--- src/hdl/dat_pkg.sv ---
package dat_pkg;

  // Default geometry and angle formats.
  localparam int COORD_BITS_DEF      = 20;
  localparam int ANGLE_FRAC_BITS_DEF = 7;

  // Fixed internal formats.
  localparam int SQRT_FRAC = 30;  // fraction bits of |r2|
  localparam int NORM_BITS = 30;  // magnitude bits fed to the rotator
  localparam int ZBITS     = 20;  // fraction bits of the angle accumulator
  localparam int NSTEPS    = 27;  // rotation steps
  localparam int OUT_W     = 16;  // width of the angle result
  localparam int MUL_PIECE = 24;  // operand slice of the split multiplier
  localparam int XW        = 34;  // rotator vector width
  localparam int ZW        = 30;  // rotator angle width

  // Elementary angles atan(2^-i) in units of 2^-ZBITS degree.
  function automatic int atan_entry(input int i);
    int v;
    unique case (i)
      0:  v = 47185920;
      1:  v = 27855475;
      2:  v = 14718068;
      3:  v = 7471121;
      4:  v = 3750058;
      5:  v = 1876857;
      6:  v = 938658;
      7:  v = 469357;
      8:  v = 234682;
      9:  v = 117342;
      10: v = 58671;
      11: v = 29335;
      12: v = 14668;
      13: v = 7334;
      14: v = 3667;
      15: v = 1833;
      16: v = 917;
      17: v = 458;
      18: v = 229;
      19: v = 115;
      20: v = 57;
      21: v = 29;
      22: v = 14;
      23: v = 7;
      24: v = 4;
      25: v = 2;
      26: v = 1;
      default: v = 0;
    endcase
    return v;
  endfunction

endpackage

--- src/hdl/dat_mul.sv ---
// Two-stage signed multiplier: sliced partial products, then their sum.
module dat_mul import dat_pkg::*; #(
  parameter int AW = 32,
  parameter int BW = 32
) (
  input  logic                     clk,
  input  logic                     en,
  input  logic signed [AW-1:0]     a,
  input  logic signed [BW-1:0]     b,
  output logic signed [AW+BW-1:0]  p
);

  localparam int P   = MUL_PIECE;
  localparam int NA  = (AW + P - 1) / P;
  localparam int NB  = (BW + P - 1) / P;
  localparam int OW  = AW + BW;
  localparam int PPW = 2 * P + 2;

  logic signed [NA*P-1:0] a_ext;
  logic signed [NB*P-1:0] b_ext;
  logic signed [PPW-1:0]  pp [NA*NB];
  logic signed [OW-1:0]   acc;

  assign a_ext = (NA*P)'(a);
  assign b_ext = (NB*P)'(b);

  // Partial products; only the top slices carry the sign.
  for (genvar i = 0; i < NA; i++) begin : g_a
    for (genvar j = 0; j < NB; j++) begin : g_b
      logic signed [P:0] as_w, bs_w;
      assign as_w = (i == NA - 1) ? {a_ext[NA*P-1], a_ext[i*P +: P]}
                                  : {1'b0, a_ext[i*P +: P]};
      assign bs_w = (j == NB - 1) ? {b_ext[NB*P-1], b_ext[j*P +: P]}
                                  : {1'b0, b_ext[j*P +: P]};
      always_ff @(posedge clk) begin
        if (en) pp[i*NB+j] <= PPW'(as_w) * PPW'(bs_w);
      end
    end
  end

  // Weighted sum of the partial products.
  always_comb begin
    acc = '0;
    for (int i = 0; i < NA; i++) begin
      for (int j = 0; j < NB; j++) begin
        acc = acc + (OW'(pp[i*NB+j]) <<< ((i + j) * P));
      end
    end
  end

  always_ff @(posedge clk) begin
    if (en) p <= acc;
  end

endmodule

--- config.mk ---
export PLATFORM = sky130hd
export DESIGN_NAME = dat_mul
export DESIGN_NICKNAME = d
export VERILOG_FILES = /design/src/hdl/dat_pkg.sv /design/src/hdl/dat_mul.sv
export SDC_FILE = /design/constraint.sdc
export NUM_CORES = 2
export LEC_CHECK = 0
export BUFFER_PORTS_ARGS = -buffer_cell sky130_fd_sc_hd__buf_2
export CAP_MARGIN = 20
export CORE_UTILIZATION = 29
export CTS_CLUSTER_SIZE = 24
export DETAILED_ROUTE_END_ITERATION = 8
export HOLD_SLACK_MARGIN = 0.02
export MAX_ROUTING_LAYER = met4
export PLACE_DENSITY = 0.5
export SYNTH_ARGS = -nofsm -noshare
export SYNTH_HDL_FRONTEND = slang
export SYNTH_SLANG_ARGS = --single-unit
--- constraint.sdc ---
create_clock -name clk -period 9.46 [get_ports clk]
set_input_delay 1.419 -clock clk [delete_from_list [all_inputs] [get_ports clk]]
set_output_delay 1.419 -clock clk [all_outputs]
set_load 0.02 [all_outputs]
==> results by group <==
Run status
  – Status: finished, final reports clean

Final layout
  – Leading cell types in the layout, fill and taps excluded: inv_1 (965), fa_1 (843), and2_1 (579)
  – Cell Count, Final, Fillers Out: between 6000 and 7000
  – Most common cell after layout, fill and taps aside: inv_1
  – Final instance area: between 40000 and 50000 µm²
  – Area added between synthesis and finish: 7.81%
  – Layout cells sized above 1: 5.50%
  – Nets@finish: between 5000 and 6000

Placement
  – Post-DP HPWL: 95300 µm
  – Dpl cells: 6378
  – Final GP Congestion: around 0.84
  – Placement Cell Area: 45500 µm²
  – Port Buffer Count: 129

Logic synthesis
  – Seq/Total Area, Yosys: 13.6%
  – Post-Syn Area: 42800 µm²
  – FF+latch count, synth: approximately 190
  – Most used DFF post-synth: edfxtp_1
  – Cell variety after synth: 67
  – Asr flop ratio synth: 0%
  – EDFF count, synth: 194
  – Mapped Cells: 4479
  – Avg Inst Size Synth: 9.55 µm²
  – Mapped Nets: ~5800
  – Syn. warnings: 0

Routing
  – Vias: 29600
  – DR iter-0 viols: 1589
  – Drc violations: 0
  – Detailed Route WL: 119000 µm
  – Drt via density: 4.62
  – Routed length per instance: ~19 µm
  – First-pass iteration count of the detailed router: 5
  – Remaining antenna violation count: 0

CTS
  – Clock Latency Late Sink: 0.51 ns
  – Clock Tree Root: clkbuf_16
  – # hold bufs at CTS: 0
  – Num CTS Buffers: 17
  – Post-CTS Resized: 0
  – Sink Count: between 150 and 200
  – Max clock buf depth: 2
  – CTS tree: done
  – Setup repair bufs after CTS: 0
  – Worst-path clk slew: 0.08 ns
  – Depth of the CTS H-tree: 4

Die
  – Die extent in y: 386 µm
  – Die X: 386 µm
  – Rows: 140
  – Ports: 130
  – Die ar.: 149000 µm²
  – CORE AREA: 146000 µm²
  – Initial Util: 29.3%

STA
  – Fin Setup TNS: 0 ns
  – Clock Skews: about 0.019 ns
  – Setup Viol. Count Final: 0
  – Worst-margin pin slew: ~0.98 ns
  – Max transition margin: 35.0%
  – Final max-slew violation count: 0
  – RSZ-0062 raised after global routing: false
  – Final Hold Vio Count: 0
  – FMAX: 121 MHz
  – Tmin final: 8.30 ns
  – Final period util: 87.7%

Critical path
  – Flop2flop setup slack: 5.24 ns
  – Arrival @ worst endpoint: 8.56 ns
  – Critical Path Source Type: input port
  – CP Class: input port to register
  – Crit end category: register
  – R2R cell count: 13
  – Critical path fanouts, max: 32
  – Required time worst endpoint: just under 10 ns

GRT
  – Pin count of the biggest net entering global routing: 72
  – Global route overflow: 0
  – Antenna violations before repair: 14
  – GRT Resource Usage Total: between 10% and 20%
  – First-pass GRT wire length: 187000 µm
  – Number of global-route vias before repair: 32000

Min path
  – Hold path depth: 0
  – Hold/Removal Path Class: register to register

Job
  – Number of max-cap violations: 0
[cells by family (layout without fill, tap and decap cells)]
family,after synthesis,count (layout),synth area share [%]
AND/OR/NAND/NOR,1316,1316,15.9
adder cells (fa/ha/maj),1234,1234,50.9
buffers and inverters,1175,1189,10.3
AO/OA/AOI/OAI,415,415,6.27
flip-flops,194,194,13.6
XOR/XNOR,144,144,2.95
multiplexers,1,1,0.0234
other,0,3,0
[layout make-up]
type	count	area, µm²
well taps	1917	2400
diodes	3	7.51
clock buffers	18	429
flip-flops and latches	194	5830
repair buffers	192	1150
clock inverters	14	144
inverters	965	3620
multi-input cells	3110	32500
fillers	15400	100000
[per-layer routing]
metal  vias up  wire [µm]  global-route usage (%)
met3        95       5250                    1.81
met2       613      54400                    26.5
li1      13600          -                       -
met5         -          0                       -
met4         0       1950                    3.90
met1     15300      57200                    23.6
[registers in the layout, indices dropped and copies added, names as in the netlist]
signal / cells
pp: 130
p: 64
[path summary, 6_finish.rpt]
path              startpoint   endpoint
setup / recovery        b[9]  pp[0][40]
hold / removal     pp[0][10]      p[10]
setup reg to reg   pp[0][24]      p[57]
hold reg to reg    pp[0][10]      p[10]
[metrics by stage]
| stage | setup WS, ns | hold slack, ns | util (%) |
|---|---|---|---|
| 3_3_place_gp | 0.689 | 0.408 | 31.2 |
| 4_1_cts | 1.23 | 0.424 | 31.6 |
| 3_5_place_dp | 0.661 | 0.407 | 31.2 |
| 2_1_floorplan | 1.87 | 0.400 | - |
| 5_1_grt | 0.955 | 0.421 | 31.6 |
| 6_report | 1.16 | 0.420 | 31.6 |
[Yosys cell counts (3+ instances only)]
cell	count	area, µm²
a21boi_1	3	22.5
a211oi_2	3	37.5
or3_1	4	25.0
a221oi_1	5	43.8
a21o_1	70	526
a31oi_1	16	100
nand2_1	478	1790
a41oi_1	3	26.3
nor2_1	79	297
xor2_1	45	394
fa_1	843	16900
nand3_1	30	150
o31ai_1	7	52.6
o21ai_0	68	340
and3_1	20	125
xnor2_1	99	867
edfxtp_1	194	5830
nor2b_1	15	93.8
o21bai_1	10	75.1
o31a_1	3	26.3
o21a_1	20	150
o311a_1	4	40.0
o211ai_1	10	75.1
inv_1	965	3620
o21ai_1	18	90.1
a21oi_1	125	626
nand2b_1	57	357
nand4_1	11	68.8
clkbuf_1	208	781
nor3_1	14	70.1
ha_1	391	4890
a2111oi_0	5	43.8
a211oi_1	15	113
and4_1	8	70.1
and2_1	579	3620
or2_2	12	75.1
o221ai_1	4	35.0
[critical path, cell delays in order]
cell	delay [ns]
buf_2	0.71
nand2_1	0.18
fa_1	0.55
fa_1	0.54
inv_1	0.05
fa_1	0.51
inv_1	0.06
fa_1	0.53
inv_1	0.05
fa_1	0.48
fa_1	0.51
inv_1	0.05
fa_1	0.49
inv_1	0.05
ha_1	0.39
and2_1	0.18
and3_1	0.20
nand3_1	0.20
o31ai_1	0.39
buf_4	0.20
a41o_1	0.29
nand3_1	0.10
o21ai_1	0.17
xor2_1	0.09
buf_4	0.14
Power is not shown: default switching activity piles up to over one toggle a cycle in this logic, so the estimate is an artifact.
