File: src/hdl/dat_pkg.sv
package dat_pkg;

  // Default geometry and angle formats.
  localparam int COORD_BITS_DEF      = 20;
  localparam int ANGLE_FRAC_BITS_DEF = 7;

  // Fixed internal formats.
  localparam int SQRT_FRAC = 30;  // fraction bits of |r2|
  localparam int NORM_BITS = 30;  // magnitude bits fed to the rotator
  localparam int ZBITS     = 20;  // fraction bits of the angle accumulator
  localparam int NSTEPS    = 27;  // rotation steps
  localparam int OUT_W     = 16;  // width of the angle result
  localparam int MUL_PIECE = 24;  // operand slice of the split multiplier
  localparam int XW        = 34;  // rotator vector width
  localparam int ZW        = 30;  // rotator angle width

  // Elementary angles atan(2^-i) in units of 2^-ZBITS degree.
  function automatic int atan_entry(input int i);
    int v;
    unique case (i)
      0:  v = 47185920;
      1:  v = 27855475;
      2:  v = 14718068;
      3:  v = 7471121;
      4:  v = 3750058;
      5:  v = 1876857;
      6:  v = 938658;
      7:  v = 469357;
      8:  v = 234682;
      9:  v = 117342;
      10: v = 58671;
      11: v = 29335;
      12: v = 14668;
      13: v = 7334;
      14: v = 3667;
      15: v = 1833;
      16: v = 917;
      17: v = 458;
      18: v = 229;
      19: v = 115;
      20: v = 57;
      21: v = 29;
      22: v = 14;
      23: v = 7;
      24: v = 4;
      25: v = 2;
      26: v = 1;
      default: v = 0;
    endcase
    return v;
  endfunction

endpackage

File: src/hdl/dat_sqrt_cell.sv
// One digit of a restoring square root; hands its partial root onward.
module dat_sqrt_cell import dat_pkg::*; #(
  parameter int RW = 51,
  parameter int PW = 8
) (
  input  logic            clk,
  input  logic            rst,
  input  logic            en,
  input  logic            vi,
  input  logic [RW+1:0]   rem_i,
  input  logic [RW-1:0]   root_i,
  input  logic [2*RW-1:0] rad_i,
  input  logic [PW-1:0]   pay_i,
  output logic            vo,
  output logic [RW+1:0]   rem_o,
  output logic [RW-1:0]   root_o,
  output logic [2*RW-1:0] rad_o,
  output logic [PW-1:0]   pay_o
);

  logic [RW+3:0] t_w, trial_w, diff_w;
  logic          ge_w;

  // Bring down two radicand bits and try the next root bit.
  always_comb begin
    t_w     = {rem_i, rad_i[2*RW-1 -: 2]};
    trial_w = (RW+4)'({root_i, 2'b01});
    ge_w    = (t_w >= trial_w);
    diff_w  = t_w - trial_w;
  end

  always_ff @(posedge clk) begin
    if (rst) begin
      vo <= 1'b0;
    end else if (en) begin
      vo <= vi;
    end
  end

  always_ff @(posedge clk) begin
    if (en) begin
      rem_o  <= ge_w ? diff_w[RW+1:0] : t_w[RW+1:0];
      root_o <= {root_i[RW-2:0], ge_w};
      rad_o  <= {rad_i[2*RW-3:0], 2'b00};
      pay_o  <= pay_i;
    end
  end

endmodule

File: config.mk
export PLATFORM = sky130hd
export DESIGN_NAME = dat_sqrt_cell
export DESIGN_NICKNAME = d
export VERILOG_FILES = /design/src/hdl/dat_pkg.sv /design/src/hdl/dat_sqrt_cell.sv
export SDC_FILE = /design/constraint.sdc
export NUM_CORES = 1
export LEC_CHECK = 0
export BUFFER_PORTS_ARGS = -buffer_cell sky130_fd_sc_hd__clkbuf_2
export CAP_MARGIN = 20
export CORE_AREA = 2 2 167 169
export CTS_BUF_LIST = sky130_fd_sc_hd__clkbuf_8
export CTS_CLUSTER_DIAMETER = 50
export CTS_CLUSTER_SIZE = 30
export DETAILED_ROUTE_END_ITERATION = 16
export DIE_AREA = 0 0 169 171
export PLACE_DENSITY = 0.76
export SYNTH_ARGS = -nofsm -noshare
export SYNTH_HDL_FRONTEND = slang
export SYNTH_SLANG_ARGS = --single-unit
File: constraint.sdc
create_clock -name clk -period 10.4 [get_ports clk]
set_input_delay 2.6 -clock clk [delete_from_list [all_inputs] [get_ports clk]]
set_output_delay 2.6 -clock clk [all_outputs]
set_load 0.01 [all_outputs]
==> summary.md <==
| Metric | Value |
|---|---|
| Status | finished, final reports clean |
| Total grt overflow | 0 |
| Slew Limit Headroom | 0.284 |
| Routed len/inst | 18.4 um |
| R2R Setup Slk | 9.81 ns |
| IO Pins | 433 |
| Largest cells by area after synthesis | edfxtp_1, ha_1, o21ai_0 |
| Ys flop type | edfxtp_1 |
| CTS Buf Count | 27 |
| First-pass GRT wire length | 43600 um |
| Post-CTS setup buffer count | 0 |
| Die Wd | 169 um |
| Element type at the critical path end | flop |
| Avg Inst Size Synth | 12.3 sq um |
| Num rows | 61 |
| Worst Setup SP | root_i[1] |
| Initial Util | 0.372 |
| 1st-pass router iterations | 6 |
| Iteration-0 DRC Markers | 488 |
| Critical path's top delay family | compound AO/OA/AOI/OAI gates |
| Vias | 8257 |
| Multiplexer share of the synthesized area | 0.00529 |
| Post-Synthesis Cell Area | 0.0102 sq mm |
| Setup TNS Final | 0 ns |
| Worst Path Buf+Inv | 2 |
| Ant. Diodes | 0 |
| Seq/Total Area, Yosys | 0.628 |
| Post-Layout Cell Count | 1631 |
| Share of layout cells above drive strength 1 | 0.384 |
| I/O Buffers | 430 |
| Critical path destination | rem_o[45] |
| Worst vdd ir | 0.105 mV |
| Pre-CTS setup slack | 4.11 ns |
| Simple-Gate Fraction of Synth Area | 0.0885 |
| Routability cong. | 0.892 |
| Peak Freq | 174 MHz |
| CP Cell Sequence | clkbuf_2, inv_1, ha_1, o211ai_1, o21ai_0, o21ai_0, a2111oi_0, o21ai_0, nand2_1, o21ai_0, o21ai_0, xnor2_1, o21ai_0 |
| # Max-Cap Violations | 0 |
| Yosys top cell by area | edfxtp_1 |
| Total power | 2.23 mW |
| Initial antenna violation count | 0 |
| Fin Clk Skew | 0 ns |
| H-tree depth | 1 |
| Compound-Gate Fraction of Synth Area | 0.134 |
| Peak fanout along the critical path | 5 |
| Critical path data arrival time | 6.06 ns |
| FF-to-FF End | vo |
| Nets | 1536 |
| Fin. Hold Viols | 0 |
| Main combinational cell family by area after synthesis | compound AO/OA/AOI/OAI gates |
| CTS root buf | clkbuf_8 |
| Worst path max stage delay | 0.90 ns |
| Post-synth top cells | edfxtp_1, nand2_1, o21ai_0 |
| Final setup margin | 4.66 ns |
| Worst Hold Class | reg2reg |
| Top-area cell type share of the netlist area | 0.626 |
| Worst skew pair latency | 0.57 ns |
| RSZ-0062 raised after global routing | false |
| Reg clk slew, reported paths | 0.10 ns |
| Worst Setup Start Kind | input pin |
| Largest net degree at the start of global routing | 143 |
| Clk buf depth | 3 |
| Post-CTS Resized | 0 |
| Hold_buf cts | 0 |
| Area Growth Syn to Fin | 30.8% |
| Vias in the first global route | 7991 |
| Antenna-violating nets left | 0 |
| Final min period | 5.74 ns |
| CTS Sinks | 213 |
| Endpoints failing setup | 0 |
| Synth Area in XOR/XNOR | 0.0413 |
| Worst Max-Slew Pin Slew | 1.07 ns |
| Critical R2R Launch | vo |
| Vias/cell | 5.06 |
| # DRC | 0 |
| Die Span Y | 171 um |
| Top-count cell post-synth | edfxtp_1 |
| Adder-Cell Fraction of Synth Area | 0.0652 |
| Crit path top cell by count | o21ai_0 |
| Reg2Reg Depth | 2 |
| Cell variety after synth | 62 |
| Power per cell area | 167 mW/mm^2 |
| Placed Instances | 1582 |
| Synth warn | 0 |
| CTS tree | yes |
| Share of synthesized flip-flops with an asynchronous set or reset | 0 |
| Seq cells post-synth | 213 |
| Setup Crit Path Kind | in2reg |
| Period utilization | 0.552 |
| Leak | 5.87 nW |
| Levels on crit path | 13 |
| Core box area | 0.0273 sq mm |
| Die area | 0.0289 sq mm |
| Max Slew Vio Count | 0 |
| Detailed placement HPWL | 23700 um |
| Worst EP required | 10.71 ns |
| WL final | 30000 um |
| Mapped Cells | 827 |
| Number of synthesized flops with an enable pin | 212 |
| All-Layer GR Usage | 0.194 |
| CP max-delay cell | a2111oi_0 |
## cells in the final DEF, fill, tap and decap left out, drive strengths merged, types with 7 or more instances in the layout
cell type	instances
nor3	13
nor2	27
clkbuf	456
a21o	14
o21bai	10
a31oi	11
nand3	14
nand4	10
xor2	17
a21oi	69
edfxtp	212
o21ai	81
or3	7
inv	79
ha	53
xnor2	31
nand2	87
nand2b	8
and2	7
## worst register-to-register path, cell delays in order, from the launching register on
cell     delay [ns]
dfxtp_1        0.33
mux2i_1        0.12
nor2_1         0.05
## registers in the layout (all words and copies together), names as in the netlist
signal / cells
rad_o: 100
vo: 1
root_o: 51
pay_o: 8
rem_o: 53
## how the worst min path moves through the flow
| stage | cells past startpoint | endpoint | start | slack, ns |
|---|---|---|---|---|
| after floorplan | 2 | vo | vo | 0.53 |
| after global placement | 2 | vo | vo | 0.48 |
| after detailed placement | 2 | vo | vo | 0.49 |
| after CTS | 2 | vo | vo | 0.51 |
| after global routing | 2 | vo | vo | 0.54 |
| final | 2 | vo | vo | 0.51 |
## kinds of logic (layout without fill, tap and decap cells)
group / Yosys count / count (layout)
adders and majority gates: 53 / 53
other: 1 / 2
AOI/OAI and AO/OA: 224 / 224
muxes: 5 / 5
xor gates and xnor gates: 48 / 48
DFF: 213 / 213
buffers and inverters: 91 / 548
and+or+nand+nor: 192 / 192
## where the power goes
group	switching [mW]	internal, mW
combinational	0.267	0.178
clock	0.395	0.312
sequential	0.0251	1.05
## stage by stage
stage                      util  hold WS [ns]  cell area (sq um)
after floorplan               -         0.528              10200
after global placement    0.464         0.483              12700
after detailed placement  0.464         0.487              12700
after CTS                 0.487         0.512              13300
after global routing      0.487         0.542              13300
final                     0.487         0.515              13300
## layer usage
| metal | vias up | GRT usage | wire (um) |
|---|---|---|---|
| li1 | 3932 | - | - |
| met1 | 3874 | 0.231 | 11600 |
| met2 | 384 | 0.343 | 15000 |
| met3 | 67 | 0.0412 | 2320 |
| met4 | 0 | 0.0769 | 1100 |
| met5 | - | 0 | 0 |
## cell type report
class | count | area [sq um]
fillers | 2448 | 14000
flip-flops and latches | 213 | 6390
multi-input cells | 524 | 3420
repair buffers | 433 | 2180
well taps | 346 | 433
clock buffers | 27 | 372
clock inverters | 22 | 270
inverters | 66 | 248
(Power assumes the default switching activity.)
